--- src/fzk_pkg.sv ---
// Shared types and constants of the FEN Zobrist key block.
// Used by the front parser, the operation queue, the back end and the top level.
package fzk_pkg;

  localparam int unsigned TABLE_WORDS = 781;
  localparam int unsigned ADDR_W      = 10;
  localparam int unsigned KEY_W       = 64;

  localparam logic [ADDR_W-1:0] CASTLE_BASE = 10'd768;
  localparam logic [ADDR_W-1:0] EP_BASE     = 10'd772;
  localparam logic [ADDR_W-1:0] SIDE_WORD   = 10'd780;

  // One operation handed from the parser to the back end.
  typedef struct packed {
    logic              is_write;
    logic              xor_en;
    logic [ADDR_W-1:0] addr;
    logic [KEY_W-1:0]  wdata;
    logic              last;
    logic              ep_en;
    logic [ADDR_W-1:0] ep_addr;
    logic              side_en;
  } fzk_op_t;

endpackage

--- src/fzk_queue.sv ---
// Short FIFO of parsed operations between the front end and the back end.
// Depends on fzk_pkg.
module fzk_queue #(
  parameter int unsigned DEPTH = 4
) (
  input  logic             clk,
  input  logic             rst,
  input  logic             push,
  input  fzk_pkg::fzk_op_t push_op,
  output logic             full,
  input  logic             pop,
  output logic             head_valid,
  output fzk_pkg::fzk_op_t head_op
);

  localparam int unsigned PTR_W = $clog2(DEPTH);
  localparam int unsigned CNT_W = $clog2(DEPTH + 1);

  fzk_pkg::fzk_op_t entries [DEPTH];
  logic [PTR_W-1:0] wr_ptr;
  logic [PTR_W-1:0] rd_ptr;
  logic [CNT_W-1:0] count;
  logic             do_pop;

  assign full       = (count == CNT_W'(DEPTH));
  assign head_valid = (count != '0);
  assign head_op    = entries[rd_ptr];
  assign do_pop     = pop && head_valid;

  always_ff @(posedge clk) begin
    if (push) begin
      entries[wr_ptr] <= push_op;
    end
  end

  always_ff @(posedge clk) begin
    if (rst) begin
      wr_ptr <= '0;
      rd_ptr <= '0;
      count  <= '0;
    end else begin
      if (push) begin
        wr_ptr <= (wr_ptr == PTR_W'(DEPTH - 1)) ? '0 : wr_ptr + 1'b1;
      end
      if (do_pop) begin
        rd_ptr <= (rd_ptr == PTR_W'(DEPTH - 1)) ? '0 : rd_ptr + 1'b1;
      end
      count <= count + CNT_W'(push) - CNT_W'(do_pop);
    end
  end

  a_no_overflow: assert property (@(posedge clk) disable iff (rst) !(push && full))
    else $error("operation queue written while full");
  a_count_range: assert property (@(posedge clk) disable iff (rst) count <= CNT_W'(DEPTH))
    else $error("operation queue count out of range");

endmodule

--- config.mk ---
export PLATFORM = sky130hd
export DESIGN_NAME = fzk_queue
export DESIGN_NICKNAME = d
export VERILOG_FILES = /design/src/fzk_pkg.sv /design/src/fzk_queue.sv
export SDC_FILE = /design/constraint.sdc
export NUM_CORES = 1
export LEC_CHECK = 0
export ABC_AREA = 1
export BUFFER_PORTS_ARGS = -buffer_cell sky130_fd_sc_hd__buf_4
export CORE_MARGIN = 8
export CORE_UTILIZATION = 45
export CTS_CLUSTER_SIZE = 10
export DETAILED_ROUTE_END_ITERATION = 10
export GPL_TIMING_DRIVEN = 0
export PLACE_DENSITY = 0.64
export SYNTH_ARGS = -nofsm -noshare
export SYNTH_HDL_FRONTEND = slang
export SYNTH_SLANG_ARGS = --single-unit
--- constraint.sdc ---
create_clock -name clk -period 8.7 [get_ports clk]
set_clock_uncertainty 0.15 [all_clocks]
set_input_delay 2.61 -clock clk [delete_from_list [all_inputs] [get_ports clk]]
set_output_delay 2.61 -clock clk [all_outputs]
set_load 0.01 [all_outputs]
==> impl_metrics.ini <==
[critical_path]
critical_path_class = register to output port
crit_fanout = 10
critPathLaunchType = register
endpoint_kind = output port
reg2reg_depth = 5
arrival_ns = 2.27
rrSetupSlack_ns = 6.65
r2r-end = entries[0][77]$_DFFE_PP_
r2r_start = wr_ptr[1]$_SDFFE_PP0P_
cp.required_ns = 5.94

[cells_and_area]
num_antenna_cells = 0
area_delta_synth_final_pct = 23.2
design_area_um2 = 16800
nFillCells = 2367
fin_nets = 1256
layout_common_cells = edfxtp_1 (356), nor2_1 (190), buf_4 (188), o21ai_0 (149), o22ai_1 (89)
drive_gt1_share_pct = 22.6
layout_commonest_cell = edfxtp_1

[sta]
max_freq_ghz = 0.199
hold_violations = 0
final.min_clock_period_ns = 5.03
setup_viol = 0
slew-limit-headroom_pct = 48.9
drv_slew = 0
rsz0062_at_grt = false
fin_ws_ns = 3.67
holdWs_ns = 0.362
fin_crit_sh_pct = 57.8
tightest_slew_ns = 0.767
setup_tns_ns = 0

[clocking]
clock_tree.root_cell = clkbuf_16
postCtsResizedCells = 0
clk_pin_slew_ns = 0.05
cts_tree = done
cts_setup_buffers = 0
clock_latency_ns = 0.51
cts_buffer_depth = 3
cts-hold-fix-buffers = 0
cts.sinks = 365
cts_buffers = 43
cts-htree-levels = 2

[synthesis]
syn_inst = 924
syn_area_um2 = 13600
seq_area_frac_synth_pct = 79.7
synth_async_sr_flop_share_pct = 0
ys_warn_count = 0
yosys_register_bits = 365
synth_edf_count = 356
syn_nets = 1024
synth_flop_cell = edfxtp_1
avgSynthCellArea_um2 = 14.8
synth_cell_type_count = 22

[global_route]
grtUsageTotal_pct = 17.6
grt_pass1_vias = 8456
grt_pass1_wl_mm = 48.9
grt.overflow.total = 0
grt_max_degree = 61
antenna_found_initial = 0

[power_and_ir_drop]
irDropWorstVdd_uv = 138
pwr_density_cell_nw_per_um2 = 291
p_leak_nw = 5.92

[detailed_routing]
viasPerCell = 5.32
remaining_drc_errors = 0
wire_per_inst_um = 21.0
num_vias = 8294
totalWireLength_mm = 32.8
drt-initial-drc-count = 566
ant_nets = 0
drt_pass1_iterations = 5

[outcome]
status = finished, final reports clean

[min_path]
hold-path-endpoint = rd_ptr[1]$_SDFFE_PP0P_
min_path_cells = 2
hold_path_class = register to register
min_from = rd_ptr[1]$_SDFFE_PP0P_

[die]
fp.dieH_um = 190
core_area_um2 = 29700
io-pin-count = 184
fp.dieW_um = 190
die_area_um2 = 36200
num_rows = 63
initial_core_util_pct = 45.9

[place]
hpwl_mm = 20.0
dp_slack_ns = 4.22
io_buffers = 183
place_area_um2 = 15600
place_congestion = 0.722

[flow_run]
max_cap_viol_count = 0
## how the worst max path moves through the flow
stage	from	end	slack, ns	cells past startpoint
floorplan	push	entries[3][0]$_DFFE_PP_	3.74	2
global placement	push	entries[3][75]$_DFFE_PP_	2.08	3
detailed placement	register	head_op[39]	4.22	7
CTS	register	head_op[39]	3.66	7
global route	register	head_op[39]	3.54	7
finish	register	head_op[13]	3.67	7
## power by group
part / internal (W) / switching (W)
registers: 0.00202 / 0.0000202
clock network: 0.000924 / 0.000614
logic: 0.000518 / 0.000790
total: 0.00346 / 0.00142
## stage by stage
step | total power, W | util (%) | std cells
after CTS | 0.00495 | 56.6 | 1560
final | 0.00489 | 56.6 | 1560
after global routing | 0.00511 | 56.6 | 1560
after floorplan | 0.00274 | - | 924
after detailed placement | 0.00341 | 52.6 | 1501
after global placement | 0.00340 | 52.2 | 1497
## cell families (layout without fill, tap and decap cells)
group	count (synthesis)	in the layout	share of synthesized area (%)
flip-flops	365	365	79.7
adder cells (fa/ha/maj)	7	7	0.697
buffers and inverters	74	320	3.09
AND/OR/NAND/NOR	205	205	5.69
AO/OA/AOI/OAI	272	272	10.8
XOR/XNOR	1	1	0.0642
## state kept, by name, summed over array words and instances (netlist names), named ones only
name	cells
wr_ptr	2
count	3
entries	356
rd_ptr	2
## layout make-up
cell class	instances	area (um^2)	share of cell area (%)
sequential	365	10900	64.7
inverter	16	75.1	0.447
timing repair buffer	187	1480	8.83
multi-input combinational	485	2350	14.0
clock inverter	3	16.3	0.0968
clock buffer	56	1170	6.94
tap	390	488	2.90
buffer	58	357	2.12
## Yosys cell counts (2+ instances only)
cell type	number	area share, %
nor2_1	190	5.2
a21oi_1	3	0.11
nand2_1	11	0.30
ha_1	6	0.55
buf_6	13	1.1
inv_1	14	0.39
o22ai_1	89	4.1
clkbuf_1	34	0.94
dfxtp_1	9	1.3
buf_2	5	0.18
o21ai_1	31	1.1
nor3_1	2	0.073
buf_4	5	0.28
edfxtp_1	356	78
o21ai_0	149	5.5
## critical path: stages, from the launching register on
cell and delay [ns]:
dfxtp_1 0.30, buf_6 0.14, buf_6 0.17, inv_6 0.10, clkbuf_1 0.44, o21ai_0 0.18, o22ai_1 0.25, buf_4 0.18
## per-layer routing
| metal | track usage, % | up-vias | share of wire (%) |
|---|---|---|---|
| met3 | 4.14 | 50 | 7.5 |
| met4 | 4.77 | 0 | 2.0 |
| met1 | 22.3 | 4024 | 41 |
| met2 | 30.1 | 286 | 49 |
| met5 | 0 | - | 0 |
| li1 | - | 3934 | - |
No activity file was read; power rests on OpenSTA's default activity.
