===== config.mk =====
export PLATFORM = sky130hd
export DESIGN_NAME = fzk_front
export DESIGN_NICKNAME = d
export VERILOG_FILES = /design/src/fzk_pkg.sv /design/src/fzk_front.sv
export SDC_FILE = /design/constraint.sdc
export NUM_CORES = 1
export LEC_CHECK = 0
export BUFFER_PORTS_ARGS = -buffer_cell sky130_fd_sc_hd__buf_2
export CAP_MARGIN = 20
export CORE_AREA = 2 2 99 101
export CTS_BUF_LIST = sky130_fd_sc_hd__clkbuf_8 sky130_fd_sc_hd__clkbuf_16
export DETAILED_ROUTE_END_ITERATION = 12
export DIE_AREA = 0 0 101 103
export PLACE_DENSITY = 0.81
export SYNTH_ARGS = -nofsm -noshare
export SYNTH_HDL_FRONTEND = slang
export SYNTH_SLANG_ARGS = --single-unit

===== constraint.sdc =====
create_clock -name clk -period 5.8 [get_ports clk]
set_clock_uncertainty 0.15 [all_clocks]
set_input_delay 0.87 -clock clk [delete_from_list [all_inputs] [get_ports clk]]
set_output_delay 0.87 -clock clk [all_outputs]
set_load 0.02 [all_outputs]

===== src/fzk_pkg.sv =====
// Shared types and constants of the FEN Zobrist key block.
// Used by the front parser, the operation queue, the back end and the top level.
package fzk_pkg;

  localparam int unsigned TABLE_WORDS = 781;
  localparam int unsigned ADDR_W      = 10;
  localparam int unsigned KEY_W       = 64;

  localparam logic [ADDR_W-1:0] CASTLE_BASE = 10'd768;
  localparam logic [ADDR_W-1:0] EP_BASE     = 10'd772;
  localparam logic [ADDR_W-1:0] SIDE_WORD   = 10'd780;

  // One operation handed from the parser to the back end.
  typedef struct packed {
    logic              is_write;
    logic              xor_en;
    logic [ADDR_W-1:0] addr;
    logic [KEY_W-1:0]  wdata;
    logic              last;
    logic              ep_en;
    logic [ADDR_W-1:0] ep_addr;
    logic              side_en;
  } fzk_op_t;

endpackage


===== src/fzk_front.sv =====
// Front end: accepts input items, parses the position text and emits table operations.
// Depends on fzk_pkg.
module fzk_front (
  input  logic                    clk,
  input  logic                    rst,
  input  logic                    accept,
  input  logic                    cmd,
  input  logic [7:0]              fen_char,
  input  logic                    last_char,
  input  logic [9:0]              table_index,
  input  logic [63:0]             table_value,
  output logic                    push,
  output fzk_pkg::fzk_op_t        op
);

  logic [2:0] field_number, field_number_next;
  logic       in_gap, in_gap_next;
  logic [4:0] board_row, board_row_next;
  logic [6:0] board_col, board_col_next;
  logic [3:0] castle_seen, castle_seen_next;
  logic [7:0] colour_first, colour_first_next;
  logic [1:0] colour_length, colour_length_next;
  logic [7:0] ep_first, ep_first_next;
  logic [1:0] ep_length, ep_length_next;
  logic [7:0] white_pawns_rank5, white_pawns_rank5_next;
  logic [7:0] black_pawns_rank4, black_pawns_rank4_next;

  function automatic logic [4:0] piece_code(input logic [7:0] c);
    case (c)
      "p":     piece_code = 5'd0;
      "P":     piece_code = 5'd1;
      "n":     piece_code = 5'd2;
      "N":     piece_code = 5'd3;
      "b":     piece_code = 5'd4;
      "B":     piece_code = 5'd5;
      "r":     piece_code = 5'd6;
      "R":     piece_code = 5'd7;
      "q":     piece_code = 5'd8;
      "Q":     piece_code = 5'd9;
      "k":     piece_code = 5'd10;
      "K":     piece_code = 5'd11;
      default: piece_code = 5'h10;
    endcase
  endfunction

  function automatic logic [6:0] col_add(input logic [6:0] col, input logic [3:0] n);
    logic [7:0] sum;
    sum = {1'b0, col} + {4'd0, n};
    col_add = sum[7] ? 7'd127 : sum[6:0];
  endfunction

  always_comb begin
    logic [4:0] piece;
    logic [1:0] cbit;
    logic       cvalid;
    logic       white;
    logic       black;
    logic [2:0] file;
    logic [7:0] onehot;
    logic [7:0] adj;
    logic [7:0] mask;

    field_number_next      = field_number;
    in_gap_next            = in_gap;
    board_row_next         = board_row;
    board_col_next         = board_col;
    castle_seen_next       = castle_seen;
    colour_first_next      = colour_first;
    colour_length_next     = colour_length;
    ep_first_next          = ep_first;
    ep_length_next         = ep_length;
    white_pawns_rank5_next = white_pawns_rank5;
    black_pawns_rank4_next = black_pawns_rank4;
    piece  = piece_code(fen_char);
    cbit   = 2'd0;
    cvalid = 1'b0;
    white  = 1'b0;
    black  = 1'b0;
    file   = 3'd0;
    onehot = 8'd0;
    adj    = 8'd0;
    mask   = 8'd0;

    op          = '0;
    op.addr     = table_index;
    op.wdata    = table_value;
    push        = 1'b0;

    if (cmd) begin
      op.is_write = 1'b1;
      push = accept && (table_index < 10'(fzk_pkg::TABLE_WORDS));
    end else begin
      if (fen_char inside {8'd32, [8'd9:8'd13]}) begin
        if (!in_gap) begin
          if (field_number < 3'd4) begin
            field_number_next = field_number + 3'd1;
          end
          in_gap_next = 1'b1;
        end
      end else begin
        in_gap_next = 1'b0;
        case (field_number)
          3'd0: begin
            if (fen_char == "/") begin
              board_row_next = (board_row inside {[5'd1:5'd7]}) ? board_row - 5'd1 : 5'd31;
              board_col_next = 7'd0;
            end else if (fen_char inside {[8'h30:8'h39]}) begin
              board_col_next = col_add(board_col, fen_char[3:0]);
            end else begin
              if (!piece[4] && board_row <= 5'd7 && board_col <= 7'd7) begin
                op.xor_en = 1'b1;
                op.addr   = {piece[3:0], board_row[2:0], board_col[2:0]};
                if (piece == 5'd1 && board_row == 5'd4) begin
                  white_pawns_rank5_next = white_pawns_rank5 | (8'd1 << board_col[2:0]);
                end
                if (piece == 5'd0 && board_row == 5'd3) begin
                  black_pawns_rank4_next = black_pawns_rank4 | (8'd1 << board_col[2:0]);
                end
              end
              board_col_next = col_add(board_col, 4'd1);
            end
          end
          3'd1: begin
            if (colour_length == 2'd0) begin
              colour_first_next = fen_char;
            end
            if (colour_length < 2'd3) begin
              colour_length_next = colour_length + 2'd1;
            end
          end
          3'd2: begin
            case (fen_char)
              "K": begin cbit = 2'd0; cvalid = 1'b1; end
              "Q": begin cbit = 2'd1; cvalid = 1'b1; end
              "k": begin cbit = 2'd2; cvalid = 1'b1; end
              "q": begin cbit = 2'd3; cvalid = 1'b1; end
              default: cvalid = 1'b0;
            endcase
            if (cvalid && !castle_seen[cbit]) begin
              castle_seen_next[cbit] = 1'b1;
              op.xor_en = 1'b1;
              op.addr   = fzk_pkg::CASTLE_BASE + {8'd0, cbit};
            end
          end
          3'd3: begin
            if (ep_length == 2'd0) begin
              ep_first_next = fen_char;
            end
            if (ep_length < 2'd3) begin
              ep_length_next = ep_length + 2'd1;
            end
          end
          default: ;
        endcase
      end

      // Closing words are decided from the state as it stands after this character.
      white  = (colour_length_next == 2'd1) && (colour_first_next == "w");
      black  = (colour_length_next == 2'd1) && (colour_first_next == "b");
      file   = 3'(ep_first_next - 8'h61);
      onehot = 8'd1 << file;
      adj    = (onehot >> 1) | (onehot << 1);
      mask   = white ? white_pawns_rank5_next : (black ? black_pawns_rank4_next : 8'd0);
      op.last    = last_char;
      op.side_en = white;
      op.ep_en   = (ep_length_next != 2'd0) && (ep_first_next inside {[8'h61:8'h68]})
                   && ((mask & adj) != 8'd0);
      op.ep_addr = fzk_pkg::EP_BASE + {7'd0, file};
      push = accept && (op.xor_en || last_char);
    end
  end

  always_ff @(posedge clk) begin
    if (rst || (accept && !cmd && last_char)) begin
      field_number      <= 3'd0;
      in_gap            <= 1'b1;
      board_row         <= 5'd7;
      board_col         <= 7'd0;
      castle_seen       <= 4'd0;
      colour_first      <= 8'd0;
      colour_length     <= 2'd0;
      ep_first          <= 8'd0;
      ep_length         <= 2'd0;
      white_pawns_rank5 <= 8'd0;
      black_pawns_rank4 <= 8'd0;
    end else if (accept && !cmd) begin
      field_number      <= field_number_next;
      in_gap            <= in_gap_next;
      board_row         <= board_row_next;
      board_col         <= board_col_next;
      castle_seen       <= castle_seen_next;
      colour_first      <= colour_first_next;
      colour_length     <= colour_length_next;
      ep_first          <= ep_first_next;
      ep_length         <= ep_length_next;
      white_pawns_rank5 <= white_pawns_rank5_next;
      black_pawns_rank4 <= black_pawns_rank4_next;
    end
  end

endmodule


==> results by group <==
STA
  • Max Fclk: 185.5 MHz
  • Tightest slew margin relative to the limit: 43.18%
  • Unrepaired setup endpoints after global routing: no
  • Worst Tran Pin Value: 850.6 ps
  • Fin. Hold Viols: 0
  • Clock period minus final worst setup slack: 5390 ps
  • Total Negative Setup Slacks: 0 ps
  • Final setup violation count: 0
  • Max-slew violation count: 0
  • Share of the clock period used by the worst path: 92.94%

Worst setup path
  • Register-to-register path setup slack: 2880 ps
  • Signal arrival time at the worst endpoint: 4370 ps
  • Startpoint of the worst-slack reg-to-reg timing path: board_row[0]
  • CP endpoint kind: output pin
  • CP startpoint kind: input port
  • Worst EP required: 4780 ps
  • Reg2Reg Capture Point: white_pawns_rank5[5]
  • Startpoint-to-endpoint class of the critical path: input port to output pin
  • Peak fanout along the critical path: 14
  • Cells along the critical path: buf_2 > nor4b_1 > a31oi_2 > o31a_1 > nand2_1 > mux2i_1 > ha_1 > nand3_1 > nand2_2 > mux2_2 > o21ai_0 > nor4b_1 > a31oi_1 > buf_2
  • Crit path max-delay cell type: sky130_fd_sc_hd__mux2i_1
  • Worst Reg2Reg Path Length in Cells: 9
  • Slowest stage delay, CP: 440 ps

Clocking
  • Clk sink count: 56
  • Post-cts hold buffer count: 0
  • CTS tree: yes
  • Clock-pin slew on the worst setup and hold paths: 90 ps
  • H-tree levels: 2
  • Maximum root-to-sink buffer count: 2
  • Worst-Skew Late Latency: 310 ps
  • CTS resizes: 0
  • Number of buffers added for setup after CTS: 0
  • Root buffer cell: sky130_fd_sc_hd__clkbuf_8
  • Num CTS Buffers: 5

Synth
  • Post-synthesis instance area: 0.004581 mm²
  • Sequential share of the synthesized area: 24.47%
  • Async SR Flop Fraction: 0%
  • Seq cells post-synth: 56
  • EDFF count, synth: 0
  • Yosys Warn Count: 0
  • Primary flip-flop cell chosen by synthesis mapping: sky130_fd_sc_hd__dfxtp_1
  • Unique cell type count in the Yosys netlist: 81
  • Synthesized instance count: 589
  • Average cell area after synthesis: 7.777 µm²

Power and ir drop
  • Cell Pwr Density: 172.0 mW/mm²
  • Largest voltage drop on the vdd net: 0.08311 mV
  • Static leakage: 0.001882 µW

Finish
  • Final cell count without fillers: 666
  • Layout overhead on the synthesized area: -3.442%
  • Area of all placed cells without fillers: 0.004423 mm²
  • Share of cells above drive strength 1: 13.43%
  • Filler Cell Count: 924
  • Fin nets: 665
  • Share of the core filled with cells in the final layout: 46.76%

Drt
  • Via density per instance: 6.321
  • DR vias: 4210
  • Iteration-0 DRC count of the detailed router: 278
  • Average routed wire per standard cell: 17.43 µm
  • DR pass1 iterations: 5
  • Sum of routed wire length over all layers: 11610 µm
  • Antenna Nets Post-Route: 0
  • Number of DRC violations after detailed routing: 0

Placed design
  • Count of input and output buffers: 44
  • Dpl cell area: 0.004322 mm²
  • Final HPWL DP: 8811 µm
  • Gp weighted congestion: 1.025
  • Placed Instances: 659

Min path
  • Path class of the lowest-slack min-delay path: flop to flop
  • Worst hold start: white_pawns_rank5[7]
  • Hold path depth: 2
  • Hold Path Sink: white_pawns_rank5[7]

Die
  • Die H: 103 µm
  • Boundary pin count: 177
  • Count of standard-cell rows: 36
  • Horiz. Die Dim: 101 µm
  • DIE AREA: 0.01040 mm²
  • Core area: 0.009459 mm²
  • Initial cell density of the core: 48.43%

Global route
  • Total GRT Usage: 22.46%
  • Largest net degree at the start of global routing: 52
  • Wire length of the first global-routing pass: 18910 µm
  • Number of global-route vias before repair: 3897
  • Initial antenna violation count: 1
  • Remaining Overflow, GRT: 0

Job
  • Max-cap violations: 0

Status
  • Status: complete, no violations
==> through the flow <==
stage          total power, µW  hold slack [ps]  setup slack, ps
6_report                 760.9            328.2            409.7
5_1_grt                  795.2            351.7            191.3
4_1_cts                  765.6            328.9            458.7
3_5_place_dp             523.7            305.7            500.8
3_3_place_gp             520.1            301.4            613.5
2_1_floorplan            556.4            281.6             1032
==> synthesized netlist by cell type, types with 3 or more instances <==
master,instances,area share (%)
sky130_fd_sc_hd__nor2_1,90,7.4
sky130_fd_sc_hd__buf_4,72,12
sky130_fd_sc_hd__dfxtp_1,56,24
sky130_fd_sc_hd__a21oi_1,42,4.6
sky130_fd_sc_hd__nand2_1,27,2.2
sky130_fd_sc_hd__o21ai_0,26,2.8
sky130_fd_sc_hd__ha_1,25,6.8
sky130_fd_sc_hd__inv_1,23,1.9
sky130_fd_sc_hd__mux2i_1,18,3.9
sky130_fd_sc_hd__nand3_1,15,1.6
sky130_fd_sc_hd__nor2b_1,14,1.9
sky130_fd_sc_hd__clkbuf_1,12,0.98
sky130_fd_sc_hd__a31oi_1,11,1.5
sky130_fd_sc_hd__and3_1,9,1.2
sky130_fd_sc_hd__nand4_1,9,1.2
sky130_fd_sc_hd__nor3_1,7,0.76
sky130_fd_sc_hd__a211oi_1,6,0.98
sky130_fd_sc_hd__a21o_1,6,0.98
sky130_fd_sc_hd__a22o_1,6,1.1
sky130_fd_sc_hd__nor3b_1,6,0.98
sky130_fd_sc_hd__nor4_1,6,0.82
sky130_fd_sc_hd__xnor2_1,6,1.1
sky130_fd_sc_hd__buf_2,5,0.55
sky130_fd_sc_hd__nor4b_1,4,0.76
sky130_fd_sc_hd__o221ai_1,4,0.76
sky130_fd_sc_hd__a21boi_0,3,0.49
sky130_fd_sc_hd__a22oi_1,3,0.49
sky130_fd_sc_hd__and2_1,3,0.41
sky130_fd_sc_hd__buf_6,3,0.74
sky130_fd_sc_hd__nand2b_1,3,0.41
sky130_fd_sc_hd__nand3b_1,3,0.49
sky130_fd_sc_hd__nor4bb_1,3,0.66
sky130_fd_sc_hd__o211ai_1,3,0.49
sky130_fd_sc_hd__o21ai_1,3,0.33
sky130_fd_sc_hd__o21bai_1,3,0.49
==> sequential cells by signal (all words and copies together) (netlist names), 3 cells and up <==
name               count
ep_first               8
white_pawns_rank5      8
board_col              7
black_pawns_rank4      8
field_number           3
board_row              5
colour_first           8
castle_seen            4
==> cell usage in the layout (no fill, tap or decap), types with 6 or more instances in the layout <==
cell,count
sky130_fd_sc_hd__dfxtp_1,56
sky130_fd_sc_hd__inv_1,23
sky130_fd_sc_hd__a211oi_1,6
sky130_fd_sc_hd__nor2_1,90
sky130_fd_sc_hd__ha_1,25
sky130_fd_sc_hd__a21o_1,6
sky130_fd_sc_hd__o21ai_0,26
sky130_fd_sc_hd__nor3_1,7
sky130_fd_sc_hd__nor3b_1,6
sky130_fd_sc_hd__nor4_1,6
sky130_fd_sc_hd__buf_2,44
sky130_fd_sc_hd__and3_1,9
sky130_fd_sc_hd__nor2b_1,14
sky130_fd_sc_hd__a31oi_1,11
sky130_fd_sc_hd__xnor2_1,6
sky130_fd_sc_hd__nand3_1,15
sky130_fd_sc_hd__nand2_1,27
sky130_fd_sc_hd__a21oi_1,42
sky130_fd_sc_hd__nand4_1,9
sky130_fd_sc_hd__a22o_1,6
sky130_fd_sc_hd__mux2i_1,18
==> final cells by class <==
class                   count  area [µm²]  share of cell area (%)
diodes                      1       2.502                 0.05658
clock buffers               5       68.82                   1.556
clock inverters             1       30.03                  0.6789
inverters                  24       90.09                   2.037
multi-input cells         419        2733                   61.78
flip-flops and latches     56        1121                   25.35
well taps                 114       142.6                   3.225
repair buffers             46       235.2                   5.318
==> worst max-delay path: cells and delay by family <==
family	cells	cell delay (ps)
AND/OR/NAND/NOR	5	1310
buffers and inverters	2	380
AO/OA/AOI/OAI	4	720
multiplexers	2	790
adder cells (fa/ha/maj)	1	300
==> cell families (layout without fill, tap and decap cells) <==
family / after synthesis / after routing / synth area share (%)
buffers and inverters: 117 / 76 / 16.12
xor gates and xnor gates: 8 / 8 / 1.530
other: 1 / 5 / 0.08187
AOI/OAI and AO/OA: 144 / 144 / 21.20
muxes: 19 / 19 / 4.179
DFF: 56 / 56 / 24.47
adders and majority gates: 26 / 26 / 7.266
and+or+nand+nor: 218 / 218 / 25.16
==> report_power, final <==
part / switching (µW) / internal (µW) / leakage [µW] / total [µW]
combinational: 84.8 / 42.9 / 0.00138 / 128
clock: 119 / 124 / 0.0000501 / 243
sequential: 3.76 / 387 / 0.000452 / 390
total: 207 / 554 / 0.00188 / 761
==> routing by layer <==
layer	GRT usage [%]	wire length, µm	vias to the layer above
met3	5.695	1165	67
li1	-	-	1945
met5	0	0	-
met2	36.56	5212	269
met1	27.63	4690	1929
met4	11.43	539	0
==> worst max path at each step <==
stage,start,to,slack [ps],cells after the start
final,fen_char[1],op[11],410,14
after global routing,fen_char[1],op[11],190,14
after CTS,fen_char[1],op[11],460,14
after floorplan,fen_char[6],op[11],1030,12
after detailed placement,fen_char[1],op[11],500,14
after global placement,fen_char[1],op[11],610,14
(Power assumes the default switching activity.)
